**config.mk**
```make
export PLATFORM = sky130hd
export DESIGN_NAME = modem_response_parser_unit
export DESIGN_NICKNAME = d
export VERILOG_FILES = /design/src/design/mrp_pkg.sv /design/src/design/mrp_key_match.sv /design/src/design/modem_response_parser_unit.sv
export SDC_FILE = /design/constraint.sdc
export NUM_CORES = 1
export LEC_CHECK = 0
export ABC_CLOCK_PERIOD_IN_PS = 4200
export BUFFER_PORTS_ARGS = -buffer_cell sky130_fd_sc_hd__buf_4
export CORE_MARGIN = 2
export CORE_UTILIZATION = 50
export DETAILED_ROUTE_END_ITERATION = 10
export PLACE_DENSITY_LB_ADDON = 0.1
export SYNTH_ARGS = -nofsm -noshare
export SYNTH_HDL_FRONTEND = slang
export SYNTH_SLANG_ARGS = --single-unit
```
**constraint.sdc**
```tcl
create_clock -name clk -period 4.2 [get_ports clk]
set_input_delay 0.63 -clock clk [delete_from_list [all_inputs] [get_ports clk]]
set_output_delay 0.63 -clock clk [all_outputs]
set_load 0.02 [all_outputs]
```
**src/design/mrp_pkg.sv**
```systemverilog
// Shared types and constants of the modem response parser.
`default_nettype none
package mrp_pkg;

  localparam int PREFIX_DEPTH = 12;

  localparam int DEF_LINE_LIMIT   = 256;
  localparam int DEF_CONTENT_ROWS = 16;
  localparam int DEF_CONTENT_COLS = 32;
  localparam int DEF_MESSAGE_ROWS = 64;
  localparam int DEF_MESSAGE_COLS = 64;

  typedef logic [7:0] prefix_t [PREFIX_DEPTH];

  typedef struct packed {
    logic httpaction;
    logic httpread;
    logic creg;
    logic cgatt;
    logic csq;
    logic cmgr;
    logic echo;
    logic alive;
  } key_hits_t;

  typedef enum logic [3:0] {
    EV_ALIVE       = 4'd0,
    EV_REG_MODE    = 4'd1,
    EV_REG_STATUS  = 4'd2,
    EV_ATTACH      = 4'd3,
    EV_SIGNAL      = 4'd4,
    EV_READ_REQ    = 4'd5,
    EV_CONTENT_CHR = 4'd6,
    EV_CONTENT_END = 4'd7,
    EV_PHONE_CHR   = 4'd8,
    EV_SMS_CHR     = 4'd9,
    EV_SMS_END     = 4'd10
  } event_code_t;

endpackage
`default_nettype wire

```
**src/design/mrp_key_match.sv**
```systemverilog
// Compares the start of the current line against the fixed line keys.
`default_nettype none
module mrp_key_match import mrp_pkg::*; #(
  parameter int POS_W = 8
) (
  input  wire prefix_t          prefix,
  input  wire logic [POS_W-1:0] pos,
  output key_hits_t             hits
);

  localparam prefix_t KEY_HTTPACTION = '{"+", "H", "T", "T", "P", "A", "C", "T", "I", "O",
                                         "N", ":"};
  localparam prefix_t KEY_HTTPREAD   = '{"+", "H", "T", "T", "P", "R", "E", "A", "D", ":",
                                         8'h00, 8'h00};
  localparam prefix_t KEY_CREG       = '{"+", "C", "R", "E", "G", ":", 8'h00, 8'h00, 8'h00,
                                         8'h00, 8'h00, 8'h00};
  localparam prefix_t KEY_CGATT      = '{"+", "C", "G", "A", "T", "T", ":", 8'h00, 8'h00,
                                         8'h00, 8'h00, 8'h00};
  localparam prefix_t KEY_CSQ        = '{"+", "C", "S", "Q", ":", 8'h00, 8'h00, 8'h00, 8'h00,
                                         8'h00, 8'h00, 8'h00};
  localparam prefix_t KEY_CMGR       = '{"+", "C", "M", "G", "R", ":", 8'h00, 8'h00, 8'h00,
                                         8'h00, 8'h00, 8'h00};
  localparam prefix_t KEY_ECHO       = '{"A", "T", "+", 8'h00, 8'h00, 8'h00, 8'h00, 8'h00,
                                         8'h00, 8'h00, 8'h00, 8'h00};
  localparam prefix_t KEY_ALIVE      = '{"A", "T", 8'h0D, 8'h00, 8'h00, 8'h00, 8'h00, 8'h00,
                                         8'h00, 8'h00, 8'h00, 8'h00};

  // Only the first len bytes take part in the compare.
  function automatic logic bytes_match(prefix_t p, prefix_t k, int unsigned len);
    logic ok;
    ok = 1'b1;
    for (int i = 0; i < PREFIX_DEPTH; i++) begin
      if (i < len && p[i] != k[i]) ok = 1'b0;
    end
    return ok;
  endfunction

  assign hits.httpaction = (pos == POS_W'(12)) && bytes_match(prefix, KEY_HTTPACTION, 12);
  assign hits.httpread   = (pos == POS_W'(10)) && bytes_match(prefix, KEY_HTTPREAD, 10);
  assign hits.creg       = (pos == POS_W'(6))  && bytes_match(prefix, KEY_CREG, 6);
  assign hits.cgatt      = (pos == POS_W'(7))  && bytes_match(prefix, KEY_CGATT, 7);
  assign hits.csq        = (pos == POS_W'(5))  && bytes_match(prefix, KEY_CSQ, 5);
  assign hits.cmgr       = (pos == POS_W'(6))  && bytes_match(prefix, KEY_CMGR, 6);
  assign hits.echo       = (pos == POS_W'(3))  && bytes_match(prefix, KEY_ECHO, 3);
  assign hits.alive      = (pos == POS_W'(3))  && bytes_match(prefix, KEY_ALIVE, 3);

endmodule
`default_nettype wire

```
**src/design/modem_response_parser_unit.sv**
```systemverilog
// A result beat appears on the output register in the cycle after its byte is taken.
// Throughput: one byte per cycle; the parse state and counters update in a single pass.
// A byte is refused only while a result beat is held by a stalled output.
// Reset (synchronous, active low) returns to key detection with an empty line,
// cleared counters and no result pending.
`default_nettype none
module modem_response_parser_unit import mrp_pkg::*; #(
  parameter int LINE_LIMIT   = DEF_LINE_LIMIT,
  parameter int CONTENT_ROWS = DEF_CONTENT_ROWS,
  parameter int CONTENT_COLS = DEF_CONTENT_COLS,
  parameter int MESSAGE_ROWS = DEF_MESSAGE_ROWS,
  parameter int MESSAGE_COLS = DEF_MESSAGE_COLS
) (
  input  wire logic        clk,
  input  wire logic        rst_n,
  input  wire logic        in_valid,
  output logic             in_stall,
  input  wire logic [7:0]  in_rx_byte,
  output logic             out_valid,
  input  wire logic        out_stall,
  output logic [3:0]       out_event_code,
  output logic [15:0]      out_value,
  output logic [5:0]       out_row,
  output logic [5:0]       out_col
);

  localparam int POS_W = $clog2(LINE_LIMIT);

  localparam logic [7:0] CH_LF    = 8'h0A;
  localparam logic [7:0] CH_CR    = 8'h0D;
  localparam logic [7:0] CH_SPACE = 8'h20;
  localparam logic [7:0] CH_STAR  = 8'h2A;
  localparam logic [7:0] CH_COMMA = 8'h2C;
  localparam logic [7:0] CH_ZERO  = 8'h30;
  localparam logic [7:0] CH_NINE  = 8'h39;
  localparam logic [7:0] CH_COLON = 8'h3A;

  typedef enum logic [4:0] {
    S_DETECT, S_CHECK_STA, S_CHECK_OK, S_ECHO,
    S_HA_TYPE, S_HA_RESULT, S_HA_LEN, S_HA_LEN_TAIL,
    S_HR_LEN, S_HR_CONTENT, S_HR_ROWFULL, S_HR_OVER,
    S_CREG_N, S_CREG_STAT, S_CGATT,
    S_CSQ_SPACE, S_CSQ, S_CSQ_TAIL,
    S_CMGR_READ, S_CMGR_PHONE, S_CMGR_PHONE_FULL, S_CMGR_DATE,
    S_CMGR_MSG, S_CMGR_ROWFULL, S_CMGR_OVER
  } state_t;

  state_t           state_r, state_nxt;
  logic [POS_W-1:0] pos_r, pos_nxt;
  prefix_t          prefix_r, prefix_nxt;
  logic [15:0]      acc_r, acc_nxt;
  logic [5:0]       crow_r, crow_nxt, ccol_r, ccol_nxt;
  logic [5:0]       phone_r, phone_nxt;
  logic [5:0]       mrow_r, mrow_nxt, mcol_r, mcol_nxt;
  logic             out_valid_r, out_valid_nxt;
  event_code_t      out_code_r, out_code_nxt;
  logic [15:0]      out_value_r, out_value_nxt;
  logic [5:0]       out_row_r, out_row_nxt, out_col_r, out_col_nxt;

  logic             in_fire;
  logic [7:0]       b;
  logic [POS_W:0]   pos_inc;
  logic [POS_W-1:0] pos1;
  prefix_t          p1;
  key_hits_t        hits;
  logic             clr;
  logic             is_digit;
  logic [19:0]      acc_sum;
  logic [15:0]      acc_add;

  assign in_stall = out_valid_r && out_stall;
  assign in_fire  = in_valid && !in_stall;
  assign b        = in_rx_byte;

  assign is_digit = (b >= CH_ZERO) && (b <= CH_NINE);
  assign acc_sum  = {1'b0, acc_r, 3'b000} + {3'b000, acc_r, 1'b0} + {16'h0000, b[3:0]};
  assign acc_add  = (acc_sum > 20'd65535) ? 16'hFFFF : acc_sum[15:0];

  // The byte is placed in the line buffer before any key is compared.
  always_comb begin
    p1      = prefix_r;
    pos_inc = {1'b0, pos_r} + (POS_W+1)'(1);
    for (int i = 0; i < PREFIX_DEPTH; i++) begin
      if (pos_r == POS_W'(i)) p1[i] = b;
    end
    pos1 = pos_inc[POS_W-1:0];
    if (pos_inc >= (POS_W+1)'(LINE_LIMIT)) begin
      pos1 = '0;
      for (int i = 0; i < PREFIX_DEPTH; i++) p1[i] = 8'h00;
    end
  end

  mrp_key_match #(.POS_W(POS_W)) u_key_match (
    .prefix (p1),
    .pos    (pos1),
    .hits   (hits)
  );

  always_comb begin
    state_nxt     = state_r;
    pos_nxt       = pos_r;
    prefix_nxt    = prefix_r;
    acc_nxt       = acc_r;
    crow_nxt      = crow_r;
    ccol_nxt      = ccol_r;
    phone_nxt     = phone_r;
    mrow_nxt      = mrow_r;
    mcol_nxt      = mcol_r;
    out_valid_nxt = out_valid_r && out_stall;
    out_code_nxt  = out_code_r;
    out_value_nxt = out_value_r;
    out_row_nxt   = out_row_r;
    out_col_nxt   = out_col_r;
    clr           = 1'b0;

    if (in_fire) begin
      out_valid_nxt = 1'b0;
      out_code_nxt  = EV_ALIVE;
      out_value_nxt = 16'h0000;
      out_row_nxt   = 6'd0;
      out_col_nxt   = 6'd0;

      unique case (state_r)
        S_DETECT: begin
          if (b == CH_LF) begin
            clr = 1'b1;
          end else begin
            if (hits.echo) begin
              state_nxt = S_ECHO;
            end else if (b == CH_COLON) begin
              if (hits.httpaction)    state_nxt = S_HA_TYPE;
              else if (hits.httpread) state_nxt = S_HR_LEN;
              else if (hits.creg)     state_nxt = S_CREG_N;
              else if (hits.cgatt)    state_nxt = S_CGATT;
              else if (hits.csq)      state_nxt = S_CSQ_SPACE;
              else if (hits.cmgr)     state_nxt = S_CMGR_READ;
              clr = 1'b1;
            end
            if (hits.alive) state_nxt = S_CHECK_STA;
          end
        end
        S_CHECK_STA: begin
          if (b == CH_LF) begin
            state_nxt     = S_CHECK_OK;
            clr           = 1'b1;
            out_valid_nxt = 1'b1;
          end
        end
        S_CHECK_OK, S_ECHO: begin
          if (b == CH_LF) begin
            state_nxt = S_DETECT;
            clr       = 1'b1;
          end
        end
        S_HA_TYPE: begin
          if (b == CH_COMMA) begin
            state_nxt = S_HA_RESULT;
            clr       = 1'b1;
          end
        end
        S_HA_RESULT: begin
          if (b == CH_COMMA) begin
            state_nxt = S_HA_LEN;
            clr       = 1'b1;
            acc_nxt   = 16'h0000;
          end
        end
        S_HA_LEN, S_HA_LEN_TAIL: begin
          if (b == CH_LF) begin
            state_nxt     = S_DETECT;
            clr           = 1'b1;
            out_valid_nxt = 1'b1;
            out_code_nxt  = EV_READ_REQ;
            out_value_nxt = acc_r;
          end else if (state_r == S_HA_LEN) begin
            if (is_digit) acc_nxt = acc_add;
            else          state_nxt = S_HA_LEN_TAIL;
          end
        end
        S_HR_LEN: begin
          if (b == CH_LF) begin
            state_nxt = S_HR_CONTENT;
            clr       = 1'b1;
          end
        end
        S_HR_CONTENT, S_HR_ROWFULL, S_HR_OVER: begin
          if (b == CH_LF) begin
            out_valid_nxt = 1'b1;
            out_code_nxt  = EV_CONTENT_END;
            out_row_nxt   = crow_r;
            if (state_r == S_HR_CONTENT)      out_value_nxt = {10'd0, ccol_r};
            else if (state_r == S_HR_ROWFULL) out_value_nxt = 16'({1'b0, ccol_r} + 7'd1);
            crow_nxt  = 6'd0;
            ccol_nxt  = 6'd0;
            state_nxt = S_DETECT;
            clr       = 1'b1;
          end else if (state_r != S_HR_OVER && b != CH_CR) begin
            if (b == CH_COMMA) begin
              ccol_nxt = 6'd0;
              if (({1'b0, crow_r} + 7'd1) < 7'(CONTENT_ROWS)) begin
                crow_nxt  = crow_r + 6'd1;
                state_nxt = S_HR_CONTENT;
              end else begin
                state_nxt = S_HR_OVER;
              end
            end else if (state_r != S_HR_ROWFULL) begin
              out_valid_nxt = 1'b1;
              out_code_nxt  = EV_CONTENT_CHR;
              out_value_nxt = {8'h00, b};
              out_row_nxt   = crow_r;
              out_col_nxt   = ccol_r;
              if (({1'b0, ccol_r} + 7'd1) >= 7'(CONTENT_COLS)) state_nxt = S_HR_ROWFULL;
              else ccol_nxt = ccol_r + 6'd1;
            end
          end
        end
        S_CREG_N: begin
          if (b == CH_COMMA) begin
            state_nxt     = S_CREG_STAT;
            clr           = 1'b1;
            out_valid_nxt = 1'b1;
            out_code_nxt  = EV_REG_MODE;
            out_value_nxt = {8'h00, p1[1]};
          end
        end
        S_CREG_STAT: begin
          if (b == CH_LF) begin
            state_nxt     = S_DETECT;
            clr           = 1'b1;
            out_valid_nxt = 1'b1;
            out_code_nxt  = EV_REG_STATUS;
            out_value_nxt = {8'h00, p1[0]};
          end
        end
        S_CGATT: begin
          if (b == CH_LF) begin
            state_nxt     = S_DETECT;
            clr           = 1'b1;
            out_valid_nxt = 1'b1;
            out_code_nxt  = EV_ATTACH;
            out_value_nxt = {8'h00, p1[1]};
          end
        end
        S_CSQ_SPACE: begin
          if (b == CH_SPACE) begin
            state_nxt = S_CSQ;
            clr       = 1'b1;
            acc_nxt   = 16'h0000;
          end
        end
        S_CSQ, S_CSQ_TAIL: begin
          if (b == CH_COMMA) begin
            state_nxt     = S_ECHO;
            clr           = 1'b1;
            out_valid_nxt = 1'b1;
            out_code_nxt  = EV_SIGNAL;
            out_value_nxt = acc_r;
          end else if (state_r == S_CSQ) begin
            if (is_digit) acc_nxt = acc_add;
            else          state_nxt = S_CSQ_TAIL;
          end
        end
        S_CMGR_READ: begin
          if (b == CH_COMMA) begin
            state_nxt = S_CMGR_PHONE;
            clr       = 1'b1;
            phone_nxt = 6'd0;
          end
        end
        S_CMGR_PHONE, S_CMGR_PHONE_FULL: begin
          if (b == CH_COMMA) begin
            state_nxt = S_CMGR_DATE;
            clr       = 1'b1;
            phone_nxt = 6'd0;
          end else if (state_r == S_CMGR_PHONE) begin
            out_valid_nxt = 1'b1;
            out_code_nxt  = EV_PHONE_CHR;
            out_value_nxt = {8'h00, b};
            out_col_nxt   = phone_r;
            if (phone_r == 6'd63) state_nxt = S_CMGR_PHONE_FULL;
            else phone_nxt = phone_r + 6'd1;
          end
        end
        S_CMGR_DATE: begin
          if (b == CH_LF) begin
            state_nxt = S_CMGR_MSG;
            clr       = 1'b1;
          end
        end
        S_CMGR_MSG, S_CMGR_ROWFULL, S_CMGR_OVER: begin
          if (b == CH_LF) begin
            out_valid_nxt = 1'b1;
            out_code_nxt  = EV_SMS_END;
            out_row_nxt   = mrow_r;
            if (state_r == S_CMGR_MSG)          out_value_nxt = {10'd0, mcol_r};
            else if (state_r == S_CMGR_ROWFULL) out_value_nxt = 16'({1'b0, mcol_r} + 7'd1);
            mrow_nxt  = 6'd0;
            mcol_nxt  = 6'd0;
            state_nxt = S_DETECT;
            clr       = 1'b1;
          end else if (state_r != S_CMGR_OVER && b != CH_CR) begin
            if (b == CH_STAR) begin
              mcol_nxt = 6'd0;
              if (({1'b0, mrow_r} + 7'd1) < 7'(MESSAGE_ROWS)) begin
                mrow_nxt  = mrow_r + 6'd1;
                state_nxt = S_CMGR_MSG;
              end else begin
                state_nxt = S_CMGR_OVER;
              end
            end else if (state_r != S_CMGR_ROWFULL) begin
              out_valid_nxt = 1'b1;
              out_code_nxt  = EV_SMS_CHR;
              out_value_nxt = {8'h00, b};
              out_row_nxt   = mrow_r;
              out_col_nxt   = mcol_r;
              if (({1'b0, mcol_r} + 7'd1) >= 7'(MESSAGE_COLS)) state_nxt = S_CMGR_ROWFULL;
              else mcol_nxt = mcol_r + 6'd1;
            end
          end
        end
        default: begin
          state_nxt = S_DETECT;
        end
      endcase

      pos_nxt    = clr ? '0 : pos1;
      prefix_nxt = p1;
      if (clr) begin
        for (int i = 0; i < PREFIX_DEPTH; i++) prefix_nxt[i] = 8'h00;
      end
    end
  end

  always_ff @(posedge clk) begin
    if (!rst_n) begin
      state_r     <= S_DETECT;
      pos_r       <= '0;
      for (int i = 0; i < PREFIX_DEPTH; i++) prefix_r[i] <= 8'h00;
      acc_r       <= 16'h0000;
      crow_r      <= 6'd0;
      ccol_r      <= 6'd0;
      phone_r     <= 6'd0;
      mrow_r      <= 6'd0;
      mcol_r      <= 6'd0;
      out_valid_r <= 1'b0;
    end else begin
      state_r     <= state_nxt;
      pos_r       <= pos_nxt;
      prefix_r    <= prefix_nxt;
      acc_r       <= acc_nxt;
      crow_r      <= crow_nxt;
      ccol_r      <= ccol_nxt;
      phone_r     <= phone_nxt;
      mrow_r      <= mrow_nxt;
      mcol_r      <= mcol_nxt;
      out_valid_r <= out_valid_nxt;
    end
    out_code_r  <= out_code_nxt;
    out_value_r <= out_value_nxt;
    out_row_r   <= out_row_nxt;
    out_col_r   <= out_col_nxt;
  end

  assign out_valid      = out_valid_r;
  assign out_event_code = out_code_r;
  assign out_value      = out_value_r;
  assign out_row        = out_row_r;
  assign out_col        = out_col_r;

endmodule
`default_nettype wire

```
==> results of run 1 <==
per-layer routing:
| layer | vias up | GRT usage |
|---|---|---|
| met3 | 115 | 0.06156 |
| li1 | 5780 | - |
| met5 | - | 0 |
| met2 | 715 | 0.5187 |
| met4 | 0 | 0.1130 |
| met1 | 6041 | 0.4415 |
placed cells by master (no fill, tap or decap), types with 30 or more instances in the layout:
cell	synthesis	layout
o32ai_1	74	74
ha_1	41	41
buf_4	0	108
edfxtp_1	32	32
nor3_1	35	35
nand2_1	202	200
a21oi_1	100	100
nor2_1	151	151
nand3_1	48	48
dfxtp_1	156	156
o21ai_0	87	87
nand4_1	30	30
inv_1	32	32
final timing paths:
path,depth (start not counted),start,end
hold / removal,2,prefix_r[39]$_SDFFE_PN0P_,prefix_r[39]$_SDFFE_PN0P_
setup / recovery,14,pos_r[1]$_SDFFE_PN0P_,state_r[4]$_SDFFE_PN0P_
hold reg to reg,2,prefix_r[39]$_SDFFE_PN0P_,prefix_r[39]$_SDFFE_PN0P_
setup reg to reg,14,pos_r[1]$_SDFFE_PN0P_,state_r[4]$_SDFFE_PN0P_
final cells by class:
type / count / area, sq um
sequential: 188 / 4084
clock buffer: 18 / 439.2
inverter: 34 / 127.6
tap: 324 / 405.4
timing repair buffer: 110 / 850.8
fill: 2306 / 10520
multi-input combinational: 1197 / 7513
clock inverter: 14 / 165.2
critical path, stage by stage (launching register included):
cell and delay [ns]:
dfxtp_1 0.37, inv_1 0.12, ha_1 0.17, nor3b_1 0.56
nand2_1 0.29, buf_4 0.28, a21oi_1 0.43, nand4b_1 0.21
nor4b_1 0.08, buf_4 0.15, a32oi_1 0.37, o2111ai_2 0.19
a21o_4 0.27, a21oi_1 0.17, a211oi_2 0.06
state kept, by name (all words and copies together), names as in the netlist:
| signal | count |
|---|---|
| mcol_r | 6 |
| crow_r | 6 |
| pos_r | 8 |
| out_row | 6 |
| out_value | 16 |
| out_valid | 1 |
| phone_r | 6 |
| mrow_r | 6 |
| acc_r | 16 |
| out_col | 6 |
| ccol_r | 6 |
| prefix_r | 96 |
| state_r | 5 |
| out_event_code | 4 |
cell families (layout without fill, tap and decap cells):
logic type	count (synthesis)	after routing
AO/OA/AOI/OAI	435	435
XOR/XNOR	24	24
adder cells (fa/ha/maj)	43	43
buffers and inverters	145	176
flip-flops	188	188
multiplexers	32	32
AND/OR/NAND/NOR	663	663
stage by stage:
stage	utilization	total power, uW	worst slack [ns]	area [sq um]	std cells
global placement	0.5385	2252	0.2532	12980	1853
global route	0.5636	4021	0.1527	13590	1885
detailed placement	0.5385	2251	0.2428	12980	1853
floorplan	-	2110	0.4509	12170	1530
finish	0.5636	3920	0.3678	13590	1885
CTS	0.5636	3924	0.4681	13590	1885
power by group through the flow:
| stage | registers [uW] | logic, uW | clock network [uW] |
|---|---|---|---|
| after floorplan | 1920 | 192 | 0 |
| after global placement | 1910 | 343 | 0 |
| after detailed placement | 1910 | 342 | 0 |
| after CTS | 1870 | 343 | 1710 |
| after global routing | 1870 | 371 | 1780 |
| final | 1870 | 355 | 1700 |
==> flow_summary.yaml, run 1 <==
place:
  io_buffers: 45
  dp_hpwl_um: 30110
  place.gp.congestion: 1.018
routing:
  vias_per_cell: 6.711
  firstDrtPassIters: 8
  totalWireLength_um: 42430
  met1Wirelength_um: 18160
  drt_iter0_markers: 1630
  wire_per_inst_um: 22.51
  antenna_left: 0
  drc: 0
  vias: 12650
  met3_length_um: 3891
  top_layer: "met4"
  wl_met2_um: 19010
die:
  dieArea_sq_mm: 0.02560
  rows: 57
  die_y_um: 160.0
  start_util: 0.5048
  ios: 46
  die_x_um: 160.0
  core_sq_mm: 0.02411
synth:
  syn_area_per_cell_sq_um: 7.954
  synth_seq_cells: 188
  yosys-top-cells-count: "nand2_1 (202), dfxtp_1 (156), nor2_1 (151)"
  synth_xor_area_frac: 0.01727
  synth_edf_count: 32
  ys_types: 89
  syn_nets: 1585
  yosys-top-cells-area: "dfxtp_1 (26%), edfxtp_1 (7.9%), nand2_1 (6.2%), o32ai_1 (5.3%), nor2_1 (4.7%)"
  ys_seq_area_frac: 0.3356
  synth_compound_area_frac: 0.2504
  yosys-mux-area-fraction: 0.02714
  synth_area_leader_cell: "dfxtp_1"
  syn_inst: 1530
  synth_adder_area_share: 0.04545
  syn_area_sq_mm: 0.01217
  synth_flop_cell: "dfxtp_1"
  yosys.area_share.simple: 0.2761
  synth_top_family_by_area: "simple AND/OR/NAND/NOR gates"
  synthArstFlopShare: 0
  yosysWarnings: 0
  yosysTopAreaCellShare: 0.2566
  yosysMostFrequentCell: "nand2_1"
clocking:
  cts_tree: "built"
  cts_buffers: 17
  postCtsHoldBufs: 0
  post_cts_buffers: 0
  cts.sinks: 188
  root_buffer: "clkbuf_16"
  clkTransAtPathRegs_ns: 0.08
  insertion_delay_ns: 0.45
  cts_resized: 0
  cts-htree-levels: 4
  cts_buffer_depth: 2
timing:
  slew_headroom: 0.4859
  tightest_slew_ns: 0.7701
  setup_tns_ns: 0
  min_period_ns: 3.832
  fmax_mhz: 260.9
  setup_viol: 0
  hold_viol: 0
  report.final.slew_viol_count: 0
  rsz0062_at_grt: "no"
  finalCritPeriodShare: 0.9124
  timing.hold.ws_ns: 0.4619
  fin_skew_ns: 0.01634
run:
  drv_cap: 0
power_and_ir_drop:
  switching_share: 0.2915
  p_per_area_mw_per_mm2: 288.5
  pwr-share-seq: 0.477
  clkPwrFrac: 0.433
  leakagePower_uw: 0.004998
  internal_power_uw: 2777
  p_sw_uw: 1142
  combinationalPowerShare: 0.090
  ir_drop_uv: 190.7
global_route:
  antenna_found_initial: 0
  grt_overflow: 0
  grt_pass1_wl_um: 66230
  grt_usage: 0.3248
  grt_pass1_vias: 11740
  grt_start_max_net_pins: 59
finish:
  drive_gt1_frac: 0.1217
  nets: 1603
  diodes: 0
  area_growth_pct: 11.64
worst_setup_path:
  reg2reg_slack_ns: 0.37
  end_kind: "register"
  required_ns: 4.52
  path_max_fanout: 12
  crit_path_start_kind: "register"
  critical_path_class: "register to register"
  cp.arrival_ns: 4.15
outcome:
  run_status: "finished clean"
min_path:
  worstHoldPathType: "register to register"
Note: power is estimated with default switching activity, not from simulation.
==> run 2: changes to the inputs <==
Settings changed: CORE_ASPECT_RATIO from default to 0.7.
==> run 2 against run 1 <==
Sequential share of layout area fell by 0.15 points. Fmax is 5.1% lower. Sequential power about the same. Routed wire length increased by 4.7%. Register-to-register slack lost 0.21 ns. Critical endpoint is now state_r[1]$_SDFFE_PN0P_. First-iteration DRC count up 5.2%. Largest cell class unchanged.
==> flow_summary.yaml, run 2 (synthesis results as in run 1) <==
timing:
  tightest_slew_ns: 0.9078
  min_period_ns: 4.037
  hold_viol: 0
  fmax_mhz: 247.7
  report.final.slew_viol_count: 0
  fin_skew_ns: 0.01271
  final.setup.worst_slack_ns: 0.1627
  setup_tns_ns: 0
  slew_headroom: 0.3892
  finalCritPeriodShare: 0.9613
  rsz0062_at_grt: "no"
  setup_viol: 0
routing:
  antenna_left: 0
  drt_iter0_markers: 1715
  drc: 0
  wire_per_inst_um: 23.61
  totalWireLength_um: 44440
  firstDrtPassIters: 6
  vias_per_cell: 6.747
  vias: 12700
power_and_ir_drop:
  total_power_uw: 3987
  clkPwrFrac: 0.437
  p_sw_uw: 1134
  combinationalPowerShare: 0.095
  ir_drop_uv: 291.2
  pwr-share-seq: 0.468
  leakagePower_uw: 0.005033
  internal_power_uw: 2853
  switching_share: 0.2843
  p_per_area_mw_per_mm2: 292.0
place:
  place.gp.congestion: 1.025
  io_buffers: 45
  pre_cts_slack_ns: 0.1804
  dp_hpwl_um: 31560
  dp_cells: 1850
finish:
  largest_reg_flops: 96
  final_cell_mix: "nand2_1 (200), dfxtp_1 (156), nor2_1 (150)"
  instances_no_fill: 1882
  diodes: 0
  layout_commonest_cell: "nand2_1"
  nets: 1606
  regMostFlops: "prefix_r"
  fill_cells: 2218
  area_growth_pct: 12.19
  drive_gt1_frac: 0.1234
global_route:
  grt_usage: 0.3468
  antenna_found_initial: 0
  grt_pass1_wl_um: 68080
  grt_start_max_net_pins: 55
  grt_pass1_vias: 11260
  grt_overflow: 0
worst_setup_path:
  crit_end: "state_r[1]$_SDFFE_PN0P_"
  ff2ff_path_depth: 13
  critical_path_class: "register to register"
  path_max_fanout: 9
  required_ns: 4.56
  rr_startpoint: "pos_r[1]$_SDFFE_PN0P_"
  crit_path_start_kind: "register"
  reg2reg_to: "state_r[1]$_SDFFE_PN0P_"
  end_kind: "register"
  cp.arrival_ns: 4.40
  reg2reg_slack_ns: 0.16
  startpoint: "pos_r[1]$_SDFFE_PN0P_"
die:
  dieArea_sq_mm: 0.02562
  ios: 46
  start_util: 0.5122
  die_x_um: 190.5
  core_sq_mm: 0.02376
  die_y_um: 134.5
  rows: 47
clocking:
  clkTransAtPathRegs_ns: 0.08
  cts-htree-levels: 4
  postCtsHoldBufs: 0
  cts_resized: 0
  cts.sinks: 188
  root_buffer: "clkbuf_16"
  cts_buffer_depth: 2
  cts_buffers: 17
  insertion_delay_ns: 0.45
  cts_tree: "built"
  post_cts_buffers: 0
min_path:
  hold_depth: 3
  worstHoldPathType: "input pin to register"
outcome:
  run_status: "finished clean"
run:
  drv_cap: 0
run 2: cell types whose count changed in the layout (fill, tap and decap cells not counted), sizes merged:
cell / change
bufinv: +1
buf: +3
clkinv: -2
clkbuf: +1
run 2: how the worst min path moves through the flow:
stage | start | to
6_report | in_valid | out_valid$_SDFF_PN0_
2_1_floorplan | prefix_r[23]$_SDFFE_PN0P_ | prefix_r[23]$_SDFFE_PN0P_
3_5_place_dp | prefix_r[23]$_SDFFE_PN0P_ | prefix_r[23]$_SDFFE_PN0P_
4_1_cts | in_valid | out_valid$_SDFF_PN0_
5_1_grt | in_valid | out_valid$_SDFF_PN0_
3_3_place_gp | prefix_r[2]$_SDFFE_PN0P_ | prefix_r[2]$_SDFFE_PN0P_
run 2: power groups by stage:
stage | Combinational [uW] | Clock [uW] | Sequential, uW
2_1_floorplan | 192 | 0 | 1920
3_3_place_gp | 362 | 0 | 1910
3_5_place_dp | 361 | 0 | 1910
4_1_cts | 363 | 1760 | 1870
5_1_grt | 393 | 1840 | 1870
6_report | 377 | 1740 | 1870
run 2: layer usage:
| layer | wire [um] | vias to the layer above | global-route usage |
|---|---|---|---|
| li1 | - | 5784 | - |
| met1 | 20390 | 6024 | 0.5375 |
| met2 | 17000 | 817 | 0.4481 |
| met3 | 6153 | 72 | 0.1167 |
| met4 | 888 | 0 | 0.08742 |
| met5 | 0 | - | 0 |
run 2: critical path, stage by stage (launching register included):
cell       delay (ns)
dfxtp_1          0.37
inv_1            0.12
ha_1             0.34
buf_4            0.24
or3b_2           0.51
nor3_1           0.22
a21oi_1          0.14
nand4b_1         0.29
nor4b_1          0.73
a32oi_1          0.34
o2111ai_2        0.17
a21o_4           0.17
a21oi_2          0.06
a311oi_2         0.23
run 2: area by class of cell:
cell class	count	area [sq um]	share of cell area
Clock buffer	19	454.2	0.03327
Clock inverter	13	162.7	0.01191
Tap cell	318	397.9	0.02914
Sequential cell	188	4084	0.2991
Multi-Input combinational cell	1197	7516	0.5505
Inverter	34	127.6	0.009347
Timing Repair Buffer	113	910.9	0.06672
run 2: stage by stage:
step                instance area (sq um)  hold slack (ns)    util
global route                        13650           0.4533  0.5747
detailed placement                  13030           0.4502  0.5486
finish                              13650           0.4548  0.5747
floorplan                           12170           0.4353       -
global placement                    13030           0.4464  0.5486
CTS                                 13650           0.4441  0.5746
